File: src/hdl/ssd_pkg.sv
// shared types, constants and segment table for the decimal scan driver
`default_nettype none
package ssd_pkg;

    localparam int DIGIT_COUNT = 3;
    localparam int OPCODE_W = 2;
    localparam int VALUE_W = 14;
    localparam int NUMBER_W = 10;
    localparam int CODE_W = 4;
    localparam int POINT_W = 2;
    localparam int SCAN_W = 2;
    localparam int DWELL_W = 8;
    localparam int SEG_W = 8;
    localparam int CFG_INDEX_W = 2;
    localparam int CFG_DATA_W = 8;

    localparam logic [OPCODE_W-1:0] OP_LOAD_FIXED = 2'd0;
    localparam logic [OPCODE_W-1:0] OP_LOAD_INT = 2'd1;
    localparam logic [OPCODE_W-1:0] OP_TICK = 2'd2;

    localparam logic [CFG_INDEX_W-1:0] CFG_DWELL_TICKS = 2'd0;
    localparam logic [CFG_INDEX_W-1:0] CFG_DECIMAL_MODE = 2'd1;

    localparam logic [DWELL_W-1:0] DWELL_RESET = 8'd5;

    localparam logic [POINT_W-1:0] POINT_HUNDREDTHS = 2'd0;
    localparam logic [POINT_W-1:0] POINT_TENTHS = 2'd1;
    localparam logic [POINT_W-1:0] NO_POINT = 2'd3;

    localparam logic [VALUE_W-1:0] FIXED_LIMIT = 14'd1000;
    localparam logic [VALUE_W-1:0] SHOW_MAX = 14'd999;

    // x / 10 == (x * 52429) >> 19 for every 14-bit x
    localparam int DIV10_MUL = 52429;
    localparam int DIV10_SHIFT = 19;
    localparam int TENTH_W = 11;
    // n / 100 == (n * 41) >> 12 for n up to 999
    localparam int DIV100_MUL = 41;
    localparam int DIV100_SHIFT = 12;
    // r / 10 == (r * 205) >> 11 for r up to 99
    localparam int DIV10S_MUL = 205;
    localparam int DIV10S_SHIFT = 11;

    typedef struct packed {
        logic [OPCODE_W-1:0] opcode;
        logic [VALUE_W-1:0]  value;
    } item_word_t;

    typedef struct packed {
        logic [SEG_W-1:0]       segments;
        logic [DIGIT_COUNT-1:0] digit_select;
    } result_word_t;

    typedef struct packed {
        logic [OPCODE_W-1:0] opcode;
        logic [NUMBER_W-1:0] number;
        logic [POINT_W-1:0]  point;
    } number_word_t;

    typedef struct packed {
        logic [OPCODE_W-1:0]                 opcode;
        logic [DIGIT_COUNT-1:0][CODE_W-1:0] digits;
        logic [POINT_W-1:0]                  point;
    } digit_word_t;

    // active-low a..g in bits 0..6, point off in bit 7
    function automatic logic [SEG_W-1:0] seg_pattern(input logic [CODE_W-1:0] code);
        logic [SEG_W-1:0] pattern;
        case (code)
            4'h0: pattern = 8'hc0;
            4'h1: pattern = 8'hf9;
            4'h2: pattern = 8'ha4;
            4'h3: pattern = 8'hb0;
            4'h4: pattern = 8'h99;
            4'h5: pattern = 8'h92;
            4'h6: pattern = 8'h82;
            4'h7: pattern = 8'hf8;
            4'h8: pattern = 8'h80;
            4'h9: pattern = 8'h90;
            4'ha: pattern = 8'h88;
            4'hb: pattern = 8'h83;
            4'hc: pattern = 8'hc6;
            4'hd: pattern = 8'ha1;
            4'he: pattern = 8'h86;
            4'hf: pattern = 8'h8e;
            default: pattern = 8'hff;
        endcase
        return pattern;
    endfunction

endpackage
`default_nettype wire

File: src/hdl/ssd_scale.sv
// input register and scaling of the loaded value to a saturated 0..999 number
`default_nettype none
module ssd_scale (
    input  wire logic                clk,
    input  wire logic                rst_n,
    input  wire logic                decimal_mode,
    input  wire logic                in_valid,
    output logic                     in_ready,
    input  wire ssd_pkg::item_word_t in_word,
    output logic                     out_valid,
    input  wire logic                out_ready,
    output ssd_pkg::number_word_t    out_word
);

    logic                          hold_valid_reg;
    ssd_pkg::item_word_t           hold_reg;
    logic                          num_valid_reg;
    ssd_pkg::number_word_t         num_reg;
    logic                          advance;
    logic [29:0]                   prod;
    logic [ssd_pkg::TENTH_W-1:0]   tenth;
    logic [ssd_pkg::VALUE_W-1:0]   raw;
    ssd_pkg::number_word_t         num_next;

    assign advance = hold_valid_reg && (!num_valid_reg || out_ready);
    assign in_ready = !hold_valid_reg || advance;
    assign out_valid = num_valid_reg;
    assign out_word = num_reg;

    assign prod = 30'(hold_reg.value) * 30'(ssd_pkg::DIV10_MUL);
    assign tenth = prod[ssd_pkg::DIV10_SHIFT +: ssd_pkg::TENTH_W];

    always_comb
    begin
        raw = hold_reg.value;
        num_next.opcode = hold_reg.opcode;
        num_next.point = ssd_pkg::NO_POINT;
        case (hold_reg.opcode)
            ssd_pkg::OP_LOAD_FIXED:
            begin
                if (hold_reg.value >= ssd_pkg::FIXED_LIMIT || decimal_mode)
                begin
                    raw = ssd_pkg::VALUE_W'(tenth);
                    num_next.point = ssd_pkg::POINT_TENTHS;
                end
                else
                begin
                    num_next.point = ssd_pkg::POINT_HUNDREDTHS;
                end
            end
            ssd_pkg::OP_LOAD_INT:
            begin
                num_next.point = ssd_pkg::NO_POINT;
            end
            default:
            begin
                num_next.point = ssd_pkg::NO_POINT;
            end
        endcase
        if (raw > ssd_pkg::SHOW_MAX)
        begin
            raw = ssd_pkg::SHOW_MAX;
        end
        num_next.number = raw[ssd_pkg::NUMBER_W-1:0];
    end

    always_ff @(posedge clk or negedge rst_n)
    begin
        if (!rst_n)
        begin
            hold_valid_reg <= 1'b0;
            num_valid_reg <= 1'b0;
        end
        else
        begin
            if (in_valid && in_ready)
            begin
                hold_valid_reg <= 1'b1;
            end
            else if (advance)
            begin
                hold_valid_reg <= 1'b0;
            end
            if (advance)
            begin
                num_valid_reg <= 1'b1;
            end
            else if (out_ready)
            begin
                num_valid_reg <= 1'b0;
            end
        end
    end

    always_ff @(posedge clk)
    begin
        if (in_valid && in_ready)
        begin
            hold_reg <= in_word;
        end
        if (advance)
        begin
            num_reg <= num_next;
        end
    end

endmodule
`default_nettype wire

File: src/hdl/ssd_split.sv
// split a 0..999 number into hundreds, tens and ones digit codes
`default_nettype none
module ssd_split (
    input  wire logic                  clk,
    input  wire logic                  rst_n,
    input  wire logic                  in_valid,
    output logic                       in_ready,
    input  wire ssd_pkg::number_word_t in_word,
    output logic                       out_valid,
    input  wire logic                  out_ready,
    output ssd_pkg::digit_word_t       out_word
);

    logic                         dig_valid_reg;
    ssd_pkg::digit_word_t         dig_reg;
    ssd_pkg::digit_word_t         dig_next;
    logic [15:0]                  p_hund;
    logic [ssd_pkg::CODE_W-1:0]   hund;
    logic [9:0]                   hund_scaled;
    logic [9:0]                   rem_wide;
    logic [6:0]                   rem;
    logic [14:0]                  p_tens;
    logic [ssd_pkg::CODE_W-1:0]   tens;
    logic [6:0]                   tens_scaled;
    logic [6:0]                   ones_wide;

    assign in_ready = !dig_valid_reg || out_ready;
    assign out_valid = dig_valid_reg;
    assign out_word = dig_reg;

    assign p_hund = 16'(in_word.number) * 16'(ssd_pkg::DIV100_MUL);
    assign hund = p_hund[ssd_pkg::DIV100_SHIFT +: ssd_pkg::CODE_W];
    assign hund_scaled = 10'(hund) * 10'(100);
    assign rem_wide = in_word.number - hund_scaled;
    assign rem = rem_wide[6:0];
    assign p_tens = 15'(rem) * 15'(ssd_pkg::DIV10S_MUL);
    assign tens = p_tens[ssd_pkg::DIV10S_SHIFT +: ssd_pkg::CODE_W];
    assign tens_scaled = 7'(tens) * 7'(10);
    assign ones_wide = rem - tens_scaled;

    always_comb
    begin
        dig_next.opcode = in_word.opcode;
        dig_next.point = in_word.point;
        dig_next.digits[0] = hund;
        dig_next.digits[1] = tens;
        dig_next.digits[2] = ones_wide[ssd_pkg::CODE_W-1:0];
    end

    always_ff @(posedge clk or negedge rst_n)
    begin
        if (!rst_n)
        begin
            dig_valid_reg <= 1'b0;
        end
        else if (in_ready)
        begin
            dig_valid_reg <= in_valid;
        end
    end

    always_ff @(posedge clk)
    begin
        if (in_valid && in_ready)
        begin
            dig_reg <= dig_next;
        end
    end

endmodule
`default_nettype wire

File: src/hdl/ssd_scan.sv
// display state, dwell counter, scan position and result register
`default_nettype none
module ssd_scan (
    input  wire logic                        clk,
    input  wire logic                        rst_n,
    input  wire logic [ssd_pkg::DWELL_W-1:0] dwell_ticks,
    input  wire logic                        in_valid,
    output logic                             in_ready,
    input  wire ssd_pkg::digit_word_t        in_word,
    output logic                             out_valid,
    input  wire logic                        out_ready,
    output ssd_pkg::result_word_t            out_word,
    output logic [ssd_pkg::SCAN_W-1:0]       scan_digit
);

    logic [ssd_pkg::DIGIT_COUNT-1:0][ssd_pkg::CODE_W-1:0] digits_reg;
    logic [ssd_pkg::DIGIT_COUNT-1:0][ssd_pkg::CODE_W-1:0] digits_next;
    logic [ssd_pkg::POINT_W-1:0]  point_reg;
    logic [ssd_pkg::POINT_W-1:0]  point_next;
    logic [ssd_pkg::SCAN_W-1:0]   scan_reg;
    logic [ssd_pkg::SCAN_W-1:0]   scan_next;
    logic [ssd_pkg::DWELL_W-1:0]  dwell_reg;
    logic [ssd_pkg::DWELL_W-1:0]  dwell_next;
    logic [ssd_pkg::DWELL_W-1:0]  dwell_inc;
    logic                         res_valid_reg;
    ssd_pkg::result_word_t        res_reg;
    ssd_pkg::result_word_t        res_next;
    logic [ssd_pkg::CODE_W-1:0]   code;
    logic                         fire;

    assign in_ready = !res_valid_reg || out_ready;
    assign fire = in_valid && in_ready;
    assign out_valid = res_valid_reg;
    assign out_word = res_reg;
    assign scan_digit = scan_reg;
    assign dwell_inc = dwell_reg + 8'd1;

    always_comb
    begin
        digits_next = digits_reg;
        point_next = point_reg;
        scan_next = scan_reg;
        dwell_next = dwell_reg;
        case (in_word.opcode)
            ssd_pkg::OP_LOAD_FIXED, ssd_pkg::OP_LOAD_INT:
            begin
                digits_next = in_word.digits;
                point_next = in_word.point;
            end
            ssd_pkg::OP_TICK:
            begin
                dwell_next = dwell_inc;
                if (dwell_inc == '0 || dwell_inc >= dwell_ticks)
                begin
                    dwell_next = '0;
                    if (scan_reg == ssd_pkg::SCAN_W'(ssd_pkg::DIGIT_COUNT - 1))
                    begin
                        scan_next = '0;
                    end
                    else
                    begin
                        scan_next = scan_reg + 2'd1;
                    end
                end
            end
            default:
            begin
                dwell_next = dwell_reg;
            end
        endcase

        case (scan_next)
            2'd0:
            begin
                code = digits_next[0];
                res_next.digit_select = 3'b001;
            end
            2'd1:
            begin
                code = digits_next[1];
                res_next.digit_select = 3'b010;
            end
            2'd2:
            begin
                code = digits_next[2];
                res_next.digit_select = 3'b100;
            end
            default:
            begin
                code = digits_next[0];
                res_next.digit_select = 3'b001;
            end
        endcase
        res_next.segments = ssd_pkg::seg_pattern(code);
        if (point_next == scan_next)
        begin
            res_next.segments[ssd_pkg::SEG_W-1] = 1'b0;
        end
    end

    always_ff @(posedge clk or negedge rst_n)
    begin
        if (!rst_n)
        begin
            digits_reg <= '0;
            point_reg <= ssd_pkg::POINT_HUNDREDTHS;
            scan_reg <= '0;
            dwell_reg <= '0;
            res_valid_reg <= 1'b0;
        end
        else
        begin
            if (fire)
            begin
                digits_reg <= digits_next;
                point_reg <= point_next;
                scan_reg <= scan_next;
                dwell_reg <= dwell_next;
            end
            if (in_ready)
            begin
                res_valid_reg <= in_valid;
            end
        end
    end

    always_ff @(posedge clk)
    begin
        if (fire)
        begin
            res_reg <= res_next;
        end
    end

endmodule
`default_nettype wire

File: src/hdl/seven_segment_decimal_scan_driver_unit.sv
// top level of the three-digit multiplexed seven-segment scan driver
//
// item channel (item_valid/item_ready/item) takes one word per cycle while it
// is ready: a load of a fixed-point value in hundredths, a load of an integer,
// or a scan tick. every accepted word gives exactly one result word on the
// result channel (result_valid/result_ready/result): the active-low segment
// pattern and the one-hot select of the digit being driven after that word's
// update. throughput is one word per cycle while the result receiver does
// not stall; words pass a four-register pipeline: input register, scaling,
// digit split, then display state and result register.
// each stage holds its word while the next one is full, and an empty stage
// takes a new word even when the result receiver stalls, so bubbles collapse.
// cfg channel (cfg_valid/cfg_ready/cfg_index/cfg_data) is always ready; index 0
// sets the dwell ticks, index 1 the decimal mode; other indexes are ignored.
// users change configuration only with no word in flight; the block does not check.
// reset clears the pipeline, shows all zeros with the point on digit 0, scan on
// digit 0, dwell ticks 5 and two decimals.
`default_nettype none
module seven_segment_decimal_scan_driver_unit (
    input  wire logic                            clk,
    input  wire logic                            rst_n,
    input  wire logic                            item_valid,
    output logic                                 item_ready,
    input  wire ssd_pkg::item_word_t             item,
    output logic                                 result_valid,
    input  wire logic                            result_ready,
    output ssd_pkg::result_word_t                result,
    input  wire logic                            cfg_valid,
    output logic                                 cfg_ready,
    input  wire logic [ssd_pkg::CFG_INDEX_W-1:0] cfg_index,
    input  wire logic [ssd_pkg::CFG_DATA_W-1:0]  cfg_data
);

    logic [ssd_pkg::DWELL_W-1:0] dwell_ticks_reg;
    logic                        decimal_mode_reg;
    logic                        num_valid;
    logic                        num_ready;
    ssd_pkg::number_word_t       num_word;
    logic                        dig_valid;
    logic                        dig_ready;
    ssd_pkg::digit_word_t        dig_word;
    logic [ssd_pkg::SCAN_W-1:0]  scan_digit;

    assign cfg_ready = 1'b1;

    always_ff @(posedge clk or negedge rst_n)
    begin
        if (!rst_n)
        begin
            dwell_ticks_reg <= ssd_pkg::DWELL_RESET;
            decimal_mode_reg <= 1'b0;
        end
        else if (cfg_valid && cfg_ready)
        begin
            case (cfg_index)
                ssd_pkg::CFG_DWELL_TICKS: dwell_ticks_reg <= cfg_data;
                ssd_pkg::CFG_DECIMAL_MODE: decimal_mode_reg <= cfg_data[0];
                default: decimal_mode_reg <= decimal_mode_reg;
            endcase
        end
    end

    ssd_scale u_scale (
        .clk          (clk),
        .rst_n        (rst_n),
        .decimal_mode (decimal_mode_reg),
        .in_valid     (item_valid),
        .in_ready     (item_ready),
        .in_word      (item),
        .out_valid    (num_valid),
        .out_ready    (num_ready),
        .out_word     (num_word)
    );

    ssd_split u_split (
        .clk       (clk),
        .rst_n     (rst_n),
        .in_valid  (num_valid),
        .in_ready  (num_ready),
        .in_word   (num_word),
        .out_valid (dig_valid),
        .out_ready (dig_ready),
        .out_word  (dig_word)
    );

    ssd_scan u_scan (
        .clk         (clk),
        .rst_n       (rst_n),
        .dwell_ticks (dwell_ticks_reg),
        .in_valid    (dig_valid),
        .in_ready    (dig_ready),
        .in_word     (dig_word),
        .out_valid   (result_valid),
        .out_ready   (result_ready),
        .out_word    (result),
        .scan_digit  (scan_digit)
    );

    // a shown result always drives exactly one digit
    a_select_onehot: assert property (@(posedge clk) disable iff (!rst_n)
        result_valid |-> $onehot(result.digit_select))
        else $error("digit select not one-hot");

    // scan position never leaves the three digits
    a_scan_range: assert property (@(posedge clk) disable iff (!rst_n)
        scan_digit != 2'd3)
        else $error("scan position out of range");

    // with the result register empty the whole pipeline can move, so input is open
    a_ready_when_drained: assert property (@(posedge clk) disable iff (!rst_n)
        !result_valid |-> item_ready)
        else $error("input blocked while result register empty");

    // an accepted word with nothing else in flight moves through the pipeline to result_valid
    a_latency: assert property (@(posedge clk) disable iff (!rst_n)
        (item_valid && item_ready && !num_valid && !dig_valid && !result_valid)
        |-> ##4 result_valid)
        else $error("result did not appear after three cycles");

endmodule
`default_nettype wire
File: config.mk
export PLATFORM = sky130hd
export DESIGN_NAME = seven_segment_decimal_scan_driver_unit
export DESIGN_NICKNAME = d
export VERILOG_FILES = /design/src/hdl/ssd_pkg.sv /design/src/hdl/ssd_scale.sv /design/src/hdl/ssd_split.sv /design/src/hdl/ssd_scan.sv /design/src/hdl/seven_segment_decimal_scan_driver_unit.sv
export SDC_FILE = /design/constraint.sdc
export NUM_CORES = 1
export LEC_CHECK = 0
export BUFFER_PORTS_ARGS = -buffer_cell sky130_fd_sc_hd__buf_4
export CAP_MARGIN = 0
export CORE_ASPECT_RATIO = 0.8
export CORE_MARGIN = 4
export CORE_UTILIZATION = 65
export CTS_CLUSTER_DIAMETER = 150
export DETAILED_ROUTE_END_ITERATION = 8
export HOLD_SLACK_MARGIN = 0.06
export PLACE_DENSITY = 0.84
export REMOVE_ABC_BUFFERS = 1
export SETUP_SLACK_MARGIN = 0.15
export SLEW_MARGIN = 20
export SYNTH_ARGS = -nofsm -noshare
export SYNTH_HDL_FRONTEND = slang
export SYNTH_SLANG_ARGS = --single-unit
File: constraint.sdc
create_clock -name clk -period 16.1 [get_ports clk]
set_input_delay 0.805 -clock clk [delete_from_list [all_inputs] [get_ports clk]]
set_output_delay 0.805 -clock clk [all_outputs]
set_load 0.05 [all_outputs]
==> results.sh <==
export IMPL_clock_latency_ps=340
export IMPL_placed_cells_incl_taps=1099
export IMPL_dieArea_mm2=0.0168
export IMPL_crit_slowest_cell="a2111oi_1"
export IMPL_synthTopCellsByCount="199 x ha_1, 136 x inv_1, 68 x fa_1"
export IMPL_vias_per_cell=5.82
export IMPL_path_common_cell="ha_1"
export IMPL_ys_ff_latch=94
export IMPL_final_cell_count_no_fill=1115
export IMPL_muxShareOfSynthArea=0.0396
export IMPL_via_count=6494
export IMPL_yosys_area_share_simple=0.0894
export IMPL_io_pins=45
export IMPL_place_gp_congestion=0.923
export IMPL_cts_sinks=94
export IMPL_fin_skew_ps=8.55
export IMPL_yosysTopAreaCellShare=0.259
export IMPL_worst_slew_pin_transition_ps=819
export IMPL_start_util=0.668
export IMPL_cts_setup_buffers=0
export IMPL_rsz0062_at_grt="no"
export IMPL_synth_compound_area_share=0.103
export IMPL_htree_levels=3
export IMPL_critPathBufInv=3
export IMPL_crit_arrival_ps=9050
export IMPL_wire_per_inst_um=17.2
export IMPL_yosysMostFrequentCell="ha_1"
export IMPL_grt_pass1_vias=6653
export IMPL_ant_nets=0
export IMPL_synth_distinct_cells=73
export IMPL_antenna_found_initial=0
export IMPL_synth_xor_area_frac=0.0328
export IMPL_synthAdderAreaFrac=0.403
export IMPL_syn_area_mm2=0.00961
export IMPL_grt_usage=0.247
export IMPL_synth_top_family_by_area="adder cells"
export IMPL_slew_headroom=0.454
export IMPL_synth_edff_count=57
export IMPL_hold_buffers=0
export IMPL_min_period_ps=8970
export IMPL_wl_met1_um=9020
export IMPL_antenna_cells=0
export IMPL_cap_violations=0
export IMPL_fp_coreArea_mm2=0.0144
export IMPL_fillers=1012
export IMPL_met2_wirelength_um=8620
export IMPL_area_growth_pct=8.19
export IMPL_finalSetupViolCount=0
export IMPL_drc=0
export IMPL_post_dp_hpwl_um=15600
export IMPL_highest_layer="met4"
export IMPL_path_delay_family="adder cells"
export IMPL_crit_fanout=6
export IMPL_rows=39
export IMPL_drt_first_pass_iters=8
export IMPL_synth_area_leaders="ha_1 26%, edfxtp_1 18%, fa_1 14%"
export IMPL_drive_gt1_frac=0.121
export IMPL_grt_max_degree=38
export IMPL_path_class="flop to flop"
export IMPL_grt_pass1_wl_um=32600
export IMPL_yosys_area_top_type="ha_1"
export IMPL_synth_warning_count=0
export IMPL_cp_end_kind="flop"
export IMPL_port_buffers=43
export IMPL_slew_viol_final=0
export IMPL_netlist_instances=882
export IMPL_final_nets=1224
export IMPL_status="finished, final reports clean"
export IMPL_crit_path_max_incr_delay_ps=550
export IMPL_fmax_ghz=0.112
export IMPL_cts_buffers=9
export IMPL_cts_tree="built"
export IMPL_synth_main_ff_cell="edfxtp_1"
export IMPL_cts_root_buf="clkbuf_16"
export IMPL_cts_resized=0
export IMPL_wl_um=19100
export IMPL_syn_avg_cell_area_um2=10.9
export IMPL_cts_buffer_depth=2
export IMPL_gr_total_overflow=0
export IMPL_finalSetupTns_ps=0
export IMPL_fin_crit_sh=0.557
export IMPL_cp_start_kind="flop"
export IMPL_crit_required_ps=16190
export IMPL_wl_met3_um=1250
export IMPL_dieWidth_um=144
export IMPL_drt_iter0_markers=400
export IMPL_finalHoldViolCount=0
export IMPL_die_height_um=117
export IMPL_ys_seq_area_frac=0.275
export IMPL_clk_pin_slew_ps=70
export IMPL_synthArstFlopShare=0.394
export IMPL_hp_class="primary input to asynchronous set/reset pin"
==> routing by layer <==
layer / vias up / track usage
li1: 3170 / -
met1: 3120 / 0.356
met2: 178 / 0.389
met3: 26 / 0.0540
met4: 0 / 0.0527
met5: - / 0
==> worst paths after layout <==
check                                     start                     to  slack [ps]  depth (start not counted)
max                         u_scale.out_word[6]   u_split.out_word[13]        7130                         35
min                                       rst_n  u_scan.digits_reg[10]         410                          1
max reg2reg                 u_scale.out_word[6]   u_split.out_word[13]        7130                         35
min reg2reg                u_scale.out_word[13]   u_split.out_word[15]         430                          0
max in group asynchronous                 rst_n     dwell_ticks_reg[2]       15320                          1
min in group clk           u_scale.out_word[13]   u_split.out_word[15]         430                          0
==> per-stage QoR <==
step	cell area, µm²	util	hold WS (ps)	worst slack, ps
floorplan	9570	-	400	7810
global placement	10100	0.704	406	7410
detailed placement	10100	0.704	419	7210
CTS	10400	0.723	431	7090
global route	10400	0.723	441	6430
finish	10400	0.723	410	7130
==> layout make-up <==
type                       instances  area, µm²  area share
multi-input combinational        641       6420       0.617
sequential                        94       2640       0.254
inverter                         136        510      0.0491
timing repair buffer              44        330      0.0318
clock buffer                      13        250      0.0241
tap                              184        230      0.0221
clock inverter                     3       22.5     0.00217
==> worst reg2reg max path, delay by kind of cell (launching register included) <==
| family | cells | cell delay, ps |
|---|---|---|
| simple gates | 3 | 390 |
| xor+xnor | 5 | 690 |
| buf+inv | 3 | 130 |
| flops | 1 | 520 |
| fa+ha+maj | 13 | 4490 |
| compound gates | 11 | 2480 |
==> logic make-up (layout without fill, tap and decap cells) <==
family,count (synthesis),count (layout)
DFF,94,94
buffers and inverters,147,196
xor gates and xnor gates,36,36
and+or+nand+nor,163,163
other,1,1
AOI/OAI and AO/OA,137,137
muxes,35,35
adders and majority gates,269,269
==> layout by cell type (no fill, tap or decap), drive strengths merged, types with 4 or more instances in the layout <==
| master | count |
|---|---|
| nand3 | 10 |
| inv | 136 |
| a221oi | 4 |
| nand2 | 57 |
| nand4 | 9 |
| edfxtp | 57 |
| xnor2 | 23 |
| nor2 | 25 |
| dfrtp | 35 |
| fa | 68 |
| a21o | 6 |
| a31oi | 4 |
| o21ai | 39 |
| mux2i | 11 |
| ha | 199 |
| or2 | 5 |
| nand2b | 9 |
| and3 | 6 |
| o21a | 8 |
| nor2b | 8 |
| buf | 44 |
| o31ai | 7 |
| a22o | 6 |
| o211ai | 6 |
| a21oi | 32 |
| xor2 | 13 |
| nor4 | 6 |
| nor3 | 11 |
| mux2 | 24 |
| clkbuf | 13 |
Power is left out: the tool's default activity adds up to more than one toggle a clock period on the data nets, which glitch-free logic cannot reach.
